`src/design/dabf08_pkg.sv`:
```
package dabf08_pkg;

  localparam int TABLE_DEPTH = 64;
  localparam int CNT_W       = $clog2(TABLE_DEPTH + 1);
  localparam int ADDR_W      = $clog2(TABLE_DEPTH);
  localparam int KEY_W       = 36;

  localparam int IN_TDATA_W  = 8;
  localparam int OUT_TDATA_W = 64;
  localparam int OUT_TUSER_W = 2;

  // parse phases
  localparam logic [1:0] PH_SID    = 2'd0;
  localparam logic [1:0] PH_HEADER = 2'd1;
  localparam logic [1:0] PH_FORM   = 2'd2;
  localparam logic [1:0] PH_EXTRA  = 2'd3;

  // record kinds
  localparam logic [1:0] KIND_END   = 2'd0;
  localparam logic [1:0] KIND_TRUNC = 2'd1;
  localparam logic [1:0] KIND_FULL  = 2'd2;

  // bit positions in the result tdata
  localparam int TD_LONG   = 37;
  localparam int TD_RESERR = 57;
  localparam int TD_REPEAT = 58;
  localparam int TD_FULL   = 59;

  typedef struct packed {
    logic [1:0]  kind;
    logic [31:0] service_id;
    logic [3:0]  subid;
    logic        ext_present;
    logic        long_form;
    logic        fic_carried;
    logic [5:0]  channel_id;
    logic [11:0] component_id;
    logic        reserved_error;
    logic        repeat_seen;
    logic        table_full;
    logic        end_of_fig;
  } res_t;

endpackage

```
`src/design/dabf08_ram.sv`:
```
module dabf08_ram #(
  parameter int WIDTH = 36,
  parameter int DEPTH = 64
) (
  input  logic                     clk,
  input  logic                     we,
  input  logic [$clog2(DEPTH)-1:0] waddr,
  input  logic [WIDTH-1:0]         wdata,
  input  logic                     re,
  input  logic [$clog2(DEPTH)-1:0] raddr,
  output logic [WIDTH-1:0]         rdata
);

  logic [WIDTH-1:0] mem [DEPTH];

  always_ff @(posedge clk) begin
    if (we) begin
      mem[waddr] <= wdata;
    end
    if (re) begin
      rdata <= mem[raddr];
    end
  end

endmodule

```
`src/design/dab_fig0_8_component_parser_unit.sv`:
```
// A result is held in pend and then in the output register, which waits for m_axis_tready;
//   a header byte ending the FIG gives its result once its key search through the key RAM is done.
// Input: one byte per cycle for id and form bytes; a byte with a result stalls input until it
//   is passed on, and a header byte stalls it for its key search (one key compare per cycle).
// Reset (rst, synchronous): parser back to the first id byte, key table empty, programme mode.
module dab_fig0_8_component_parser_unit (
  input  logic                                 clk,
  input  logic                                 rst,
  // configuration: data_service_mode
  input  logic                                 cfg_valid,
  output logic                                 cfg_ready,
  input  logic                                 cfg_data,
  // tdata: byte_value[7:0]; tlast: fig_last
  input  logic                                 s_axis_tvalid,
  output logic                                 s_axis_tready,
  input  logic [dabf08_pkg::IN_TDATA_W-1:0]    s_axis_tdata,
  input  logic                                 s_axis_tlast,
  // tdata: service_id[31:0], component_subid[35:32], ext_present[36], long_form[37],
  //   fic_carried[38], channel_id[44:39], component_id[56:45], reserved_error[57],
  //   repeat_seen[58], table_full[59], zero[63:60]
  // tuser: record_kind[1:0]; tlast: end_of_fig
  output logic                                 m_axis_tvalid,
  input  logic                                 m_axis_tready,
  output logic [dabf08_pkg::OUT_TDATA_W-1:0]   m_axis_tdata,
  output logic [dabf08_pkg::OUT_TUSER_W-1:0]   m_axis_tuser,
  output logic                                 m_axis_tlast
);

  import dabf08_pkg::*;

  localparam logic [1:0] ST_IDLE   = 2'd0;
  localparam logic [1:0] ST_SEARCH = 2'd1;
  localparam logic [1:0] ST_EMIT   = 2'd2;

  logic [1:0]        state;
  logic              data_service_mode;
  logic [1:0]        phase;
  logic [1:0]        byte_cnt;
  logic [31:0]       id_acc;
  logic [2:0]        flags;
  logic [CNT_W-1:0]  seen_count;
  logic [CNT_W-1:0]  idx;
  logic              cmp_valid;

  logic [7:0]        hdr;
  logic [7:0]        form;
  logic [KEY_W-1:0]  key;
  logic              hdr_last;
  res_t              pend;
  res_t              out_res;

  logic              in_acc;
  logic [31:0]       acc_shift;
  logic              id_done;
  res_t              hdr_res;
  res_t              item_res;
  logic              item_has_res;
  res_t              fin_res;

  logic [KEY_W-1:0]  rd_data;
  logic              hit;
  logic              issue;
  logic              miss;
  logic              has_room;
  logic              search_done;
  logic [2:0]        fin_flags;
  logic              ram_re;
  logic              ram_we;

  assign cfg_ready     = 1'b1;
  assign s_axis_tready = (state == ST_IDLE);
  assign in_acc        = s_axis_tvalid && s_axis_tready;

  assign m_axis_tdata = {4'b0000, out_res.table_full, out_res.repeat_seen,
                         out_res.reserved_error, out_res.component_id, out_res.channel_id,
                         out_res.fic_carried, out_res.long_form, out_res.ext_present,
                         out_res.subid, out_res.service_id};
  assign m_axis_tuser = out_res.kind;
  assign m_axis_tlast = out_res.end_of_fig;

  // byte-level parse of the incoming beat
  always_comb begin
    acc_shift = {id_acc[23:0], s_axis_tdata};
    id_done   = data_service_mode ? (byte_cnt == 2'd3) : (byte_cnt != 2'd0);

    hdr_res                = '0;
    hdr_res.service_id     = id_acc;
    hdr_res.subid          = hdr[3:0];
    hdr_res.ext_present    = hdr[7];
    hdr_res.reserved_error = flags[0];
    hdr_res.repeat_seen    = flags[1];
    hdr_res.table_full     = flags[2];

    item_res     = '0;
    item_has_res = 1'b0;
    case (phase)
      PH_SID: begin
        if (s_axis_tlast) begin
          item_res.kind = KIND_END;
          item_has_res  = 1'b1;
        end
      end
      PH_FORM: begin
        if (!s_axis_tdata[7] && !hdr[7]) begin
          item_res             = hdr_res;
          item_res.kind        = KIND_FULL;
          item_res.fic_carried = s_axis_tdata[6];
          item_res.channel_id  = s_axis_tdata[5:0];
          item_has_res         = 1'b1;
        end else if (s_axis_tlast) begin
          item_res      = hdr_res;
          item_res.kind = KIND_TRUNC;
          item_has_res  = 1'b1;
        end
      end
      PH_EXTRA: begin
        item_res      = hdr_res;
        item_res.kind = KIND_FULL;
        item_has_res  = 1'b1;
        if (form[7]) begin
          item_res.long_form      = 1'b1;
          item_res.component_id   = {form[3:0], s_axis_tdata};
          item_res.reserved_error = flags[0] | (|form[6:4]);
        end else begin
          item_res.fic_carried    = form[6];
          item_res.channel_id     = form[5:0];
          item_res.reserved_error = flags[0] | (|s_axis_tdata);
        end
      end
      default: ;
    endcase
    item_res.end_of_fig = s_axis_tlast & item_has_res;
  end

  // key table search: one read issued and one compare per cycle
  always_comb begin
    hit         = cmp_valid && (rd_data == key);
    issue       = (idx < seen_count) && !hit;
    miss        = !hit && !issue && !cmp_valid;
    has_room    = (seen_count < CNT_W'(TABLE_DEPTH));
    search_done = hit || miss;
    fin_flags   = {flags[2] | (miss && !has_room), flags[1] | hit, flags[0]};
    ram_re      = (state == ST_SEARCH) && issue;
    ram_we      = (state == ST_SEARCH) && miss && has_room;

    fin_res                = hdr_res;
    fin_res.kind           = KIND_TRUNC;
    fin_res.reserved_error = fin_flags[0];
    fin_res.repeat_seen    = fin_flags[1];
    fin_res.table_full     = fin_flags[2];
    fin_res.end_of_fig     = 1'b1;
  end

  dabf08_ram #(
    .WIDTH (KEY_W),
    .DEPTH (TABLE_DEPTH)
  ) u_keys (
    .clk   (clk),
    .we    (ram_we),
    .waddr (seen_count[ADDR_W-1:0]),
    .wdata (key),
    .re    (ram_re),
    .raddr (idx[ADDR_W-1:0]),
    .rdata (rd_data)
  );

  // control
  always_ff @(posedge clk) begin
    if (rst) begin
      state             <= ST_IDLE;
      data_service_mode <= 1'b0;
      phase             <= PH_SID;
      byte_cnt          <= 2'd0;
      id_acc            <= '0;
      flags             <= '0;
      seen_count        <= '0;
      idx               <= '0;
      cmp_valid         <= 1'b0;
      m_axis_tvalid     <= 1'b0;
    end else begin
      if (cfg_valid) begin
        data_service_mode <= cfg_data;
      end
      if (state == ST_EMIT && (!m_axis_tvalid || m_axis_tready)) begin
        m_axis_tvalid <= 1'b1;
      end else if (m_axis_tready) begin
        m_axis_tvalid <= 1'b0;
      end
      case (state)
        ST_IDLE: begin
          if (in_acc) begin
            case (phase)
              PH_SID: begin
                // a last id byte is handled by the restart below
                if (!s_axis_tlast) begin
                  if (id_done) begin
                    id_acc   <= data_service_mode ? acc_shift : {16'h0000, acc_shift[15:0]};
                    phase    <= PH_HEADER;
                    byte_cnt <= 2'd0;
                  end else begin
                    id_acc   <= acc_shift;
                    byte_cnt <= byte_cnt + 2'd1;
                  end
                end
              end
              PH_HEADER: begin
                flags     <= {2'b00, |s_axis_tdata[6:4]};
                idx       <= '0;
                cmp_valid <= 1'b0;
                state     <= ST_SEARCH;
              end
              PH_FORM: begin
                if (!item_has_res) begin
                  phase <= PH_EXTRA;
                end
              end
              default: ;
            endcase
            if (item_has_res) begin
              state <= ST_EMIT;
            end
            // a header beat that ends the FIG restarts after its search
            if (phase != PH_HEADER && (s_axis_tlast || item_has_res)) begin
              phase    <= PH_SID;
              byte_cnt <= 2'd0;
              id_acc   <= '0;
              flags    <= '0;
            end
          end
        end
        ST_SEARCH: begin
          cmp_valid <= issue;
          if (issue) begin
            idx <= idx + CNT_W'(1);
          end
          if (hit) begin
            seen_count <= '0;
          end else if (ram_we) begin
            seen_count <= seen_count + CNT_W'(1);
          end
          if (search_done) begin
            if (hdr_last) begin
              state    <= ST_EMIT;
              phase    <= PH_SID;
              byte_cnt <= 2'd0;
              id_acc   <= '0;
              flags    <= '0;
            end else begin
              state <= ST_IDLE;
              phase <= PH_FORM;
              flags <= fin_flags;
            end
          end
        end
        ST_EMIT: begin
          if (!m_axis_tvalid || m_axis_tready) begin
            state <= ST_IDLE;
          end
        end
        default: state <= ST_IDLE;
      endcase
    end
  end

  // payload
  always_ff @(posedge clk) begin
    if (state == ST_IDLE && in_acc) begin
      if (phase == PH_HEADER) begin
        hdr      <= s_axis_tdata;
        key      <= {id_acc, s_axis_tdata[3:0]};
        hdr_last <= s_axis_tlast;
      end
      if (phase == PH_FORM) begin
        form <= s_axis_tdata;
      end
      if (item_has_res) begin
        pend <= item_res;
      end
    end
    if (state == ST_SEARCH && search_done && hdr_last) begin
      pend <= fin_res;
    end
    if (state == ST_EMIT && (!m_axis_tvalid || m_axis_tready)) begin
      out_res <= pend;
    end
  end

endmodule

```
`config.mk`:
```
export PLATFORM = sky130hd
export DESIGN_NAME = dab_fig0_8_component_parser_unit
export DESIGN_NICKNAME = d
export VERILOG_FILES = /design/src/design/dabf08_pkg.sv /design/src/design/dabf08_ram.sv /design/src/design/dab_fig0_8_component_parser_unit.sv
export SDC_FILE = /design/constraint.sdc
export NUM_CORES = 2
export LEC_CHECK = 0
export ABC_AREA = 1
export BUFFER_PORTS_ARGS = -buffer_cell sky130_fd_sc_hd__buf_2
export CORE_AREA = 2 2 590 592
export CTS_BUF_LIST = sky130_fd_sc_hd__clkbuf_4
export DETAILED_ROUTE_END_ITERATION = 10
export DIE_AREA = 0 0 592 594
export MAX_ROUTING_LAYER = met4
export SYNTH_ARGS = -nofsm -noshare
export SYNTH_HDL_FRONTEND = slang
export SYNTH_HIERARCHICAL = 1
export SYNTH_SLANG_ARGS = --single-unit
```
`constraint.sdc`:
```
create_clock -name clk -period 6.75 [get_ports clk]
set_input_delay 1.0125 -clock clk [delete_from_list [all_inputs] [get_ports clk]]
set_output_delay 1.0125 -clock clk [all_outputs]
set_load 0.005 [all_outputs]
```
==> summary.txt <==
Setup path
  • Kind of critical path: reg2reg
  • Worst-path fanout max: 66
  • CP required: roughly 7.7 ns
  • CP startpoint kind: flop
  • Worst reg2reg path depth: 11
  • CP Data Arrival Time: 5.47 ns
  • Crit. Startpoint: key[29]
  • CP Capture Type: flop
  • Worst reg2reg path startpoint: key[29]

Drt
  • Post-route DRC: 0
  • Routed WL per cell: between 20 and 25 µm
  • Vias per inst: between 4 and 5
  • Final wirelength: about 290000 µm
  • Vias after detailed routing: approximately 69000
  • DRT Pass-1 Iters: 6
  • First DRT Iteration DRCs: approximately 7400
  • Number of nets with antenna violations after routing: 0

Cells and area
  • Nets: a little over 9000
  • Post-Route Utilization: roughly a third
  • Area Growth Syn to Fin: 13.4%
  • Layout cells sized above 1: around 15%

Floorplan
  • Std-Cell Rows: 216
  • Total core area: ~350000 µm²
  • Starting density of the core: about 30%
  • Die height: 594 µm
  • IO Pins: 85
  • Die X: 592 µm
  • Die area: roughly 350000 µm²

Timing
  • Hold Fails Final Rpt: 0
  • Post-Route Setup TNS: 0 ns
  • Worst Skew: roughly 0.10 ns
  • Relative slew slack: about 15%
  • Actual slew at the worst max-slew pin: approximately 1.3 ns
  • Setup repair after global routing missed its margin: no
  • Max Fclk: 0.223 GHz
  • Min cycle time layout: about 4.5 ns
  • Post-route setup slack: about 2.3 ns
  • Final setup viols: 0
  • Final Max Tran Viols: 0
  • Fin crit share: between 60% and 70%
  • WHS: 0.187 ns

Pwr
  • LEAKAGE: 41.3 nW
  • PwrDens: 280 nW/µm²
  • Pwr Total: 32.7 mW
  • Peak supply drop: 0.000208 V

Clock tree
  • CTS tree: done
  • CTS clock-pin slew for the worst setup and hold paths: ~0.06 ns
  • CTS Buf Count: 674
  • Setup repair bufs after CTS: 0
  • CTS max path bufs: 4
  • Post-CTS resize count: 0
  • Worst skew pair latency: 1.45 ns
  • CTS Root Cell: clkbuf_4
  • H-tree depth: 6
  • CTS Hold Bufs: 13
  • Sink Count: 2570

Synthesis
  • Cells after synthesis: 8650
  • EDFF count, synth: ~2500
  • Syn avg cell area: ~12 µm²
  • Post-Synthesis Cell Area: 103000 µm²
  • Synth cell types: 37
  • Main flop type after synthesis: edfxtp_1
  • Register area share after synthesis: roughly three quarters
  • Post-synth top area cell: edfxtp_1
  • Yosys Warn Count: 6
  • Synth async-reset ratio: 0%
  • Synth area leaders: edfxtp_1 73%, nand3_1 11%, nand2_1 10%, buf_2 1.7%, dfxtp_1 1.6%
  • Yosys reg bits: roughly 2600
  • Synth top area share: about 73%

Flow run
  • Maxcap violations: 0

Place
  • RePlAce Congestion: between 0.8 and 0.9
  • Dpl ws: about 2.3 ns
  • Detail Placement HPWL: about 150000 µm
  • IO Port Bufs: 79

Worst hold path
  • Worst hold start: s_axis_tvalid
  • Hold Path Cell Cnt: 5
  • Hold Path Class: in2reg

Global routing
  • First-pass GRT wire length: between 400000 and 500000 µm
  • Pin count of the biggest net entering global routing: ~190
  • Initial antenna violation count: 9
  • Aggregate global-route resource usage: roughly 17%
  • Total congestion overflow: 0
  • Vias in the first global route: between 60000 and 70000

Outcome
  • Status: completed
==> worst max-delay path: stages, from the launching register on <==
cell and delay (ns):
edfxtp_1 0.33, buf_4 0.59, inv_1 0.09, nand2_1 0.11
nand4_1 0.10, nor2_1 0.23, nand2_1 0.08, nor2_1 0.33
nand3_1 0.33, nand2_1 0.14, nand2_1 0.49, nand2_2 1.06
==> metrics by stage <==
step                instance area (µm²)  cells
finish                           117000  14085
global placement                 109000  12952
global route                     117000  14078
detailed placement               109000  12952
floorplan                        103000   8653
CTS                              117000  14072
==> power by group <==
group / internal, mW / switching (mW)
Sequential: 18.0 / 0.249
Clock: 7.02 / 6.15
Combinational: 0.249 / 1.05
==> synth_stat cells (2+ instances only) <==
master       n
o21ai_0     27
buf_2      357
edfxtp_1  2489
a21oi_1     45
clkbuf_1    69
conb_1       2
nor2_2       5
or2_2        5
buf_6       11
nand3_2      2
nand3_1   2207
nand2_1   2808
inv_2        8
buf_1       60
nor2_1     195
buf_4       34
xnor2_1      5
ha_1        10
clkinv_1     2
xor2_1      11
nand2_2      2
nand4_1     12
nor4_1       2
nor3_1      16
o22ai_1      4
dfxtp_1     81
inv_4        2
nand3b_1     6
inv_1      165
==> cells in the final DEF, fill, tap and decap left out, types with 13 or more instances in the layout <==
cell type,instances
nor2_4,63
nor2_1,133
a21oi_1,45
buf_12,15
nand3_1,2207
o21ai_0,27
inv_2,18
nand2_1,2807
buf_2,79
buf_4,158
clkinv_1,81
edfxtp_1,2489
dfxtp_1,75
clkbuf_4,990
inv_1,164
diode_2,13
dlygate4sd3_1,13
==> cell families after synthesis <==
group / synth area share [%]
and+or+nand+nor: 22.0
other: 0.00729
DFF: 74.1
adders and majority gates: 0.121
AOI/OAI and AO/OA: 0.413
buffers and inverters: 3.23
xor gates and xnor gates: 0.136
==> state kept, by name (all words and copies together) (netlist names), 3 cells and up <==
| register | count |
|---|---|
| pend | 63 |
| key | 32 |
| flags | 3 |
| idx | 7 |
| u_keys/mem | 2304 |
| id_acc | 32 |
| m_axis_tdata | 60 |
| form | 8 |
| u_keys/rdata | 36 |
| hdr | 5 |
| seen_count | 7 |
==> final timing paths <==
kind | endpoint | slack [ns]
worst max-delay path | pend[58] | 2.26
worst min-delay path | flags[2] | 0.19
worst max register to register | pend[58] | 2.26
worst min register to register | m_axis_tdata[3] | 0.39
==> layout make-up <==
class	instances	area, µm²
fill	33923	228000
sequential	2570	76400
multi-input combinational	5374	23800
clock buffer	990	7430
tap	4578	5730
timing repair buffer	265	2010
clock inverter	117	738
inverter	178	717
antenna	13	32.5
==> per-layer routing <==
layer | GRT usage (%) | up-vias | wire, µm
met3 | 3.18 | 461 | 25400
met4 | 5.32 | 0 | 6850
met1 | 22.0 | 33976 | 122000
met5 | - | - | 0
li1 | - | 31688 | -
met2 | 25.7 | 3280 | 137000
No activity file was read; power rests on OpenSTA's default activity.
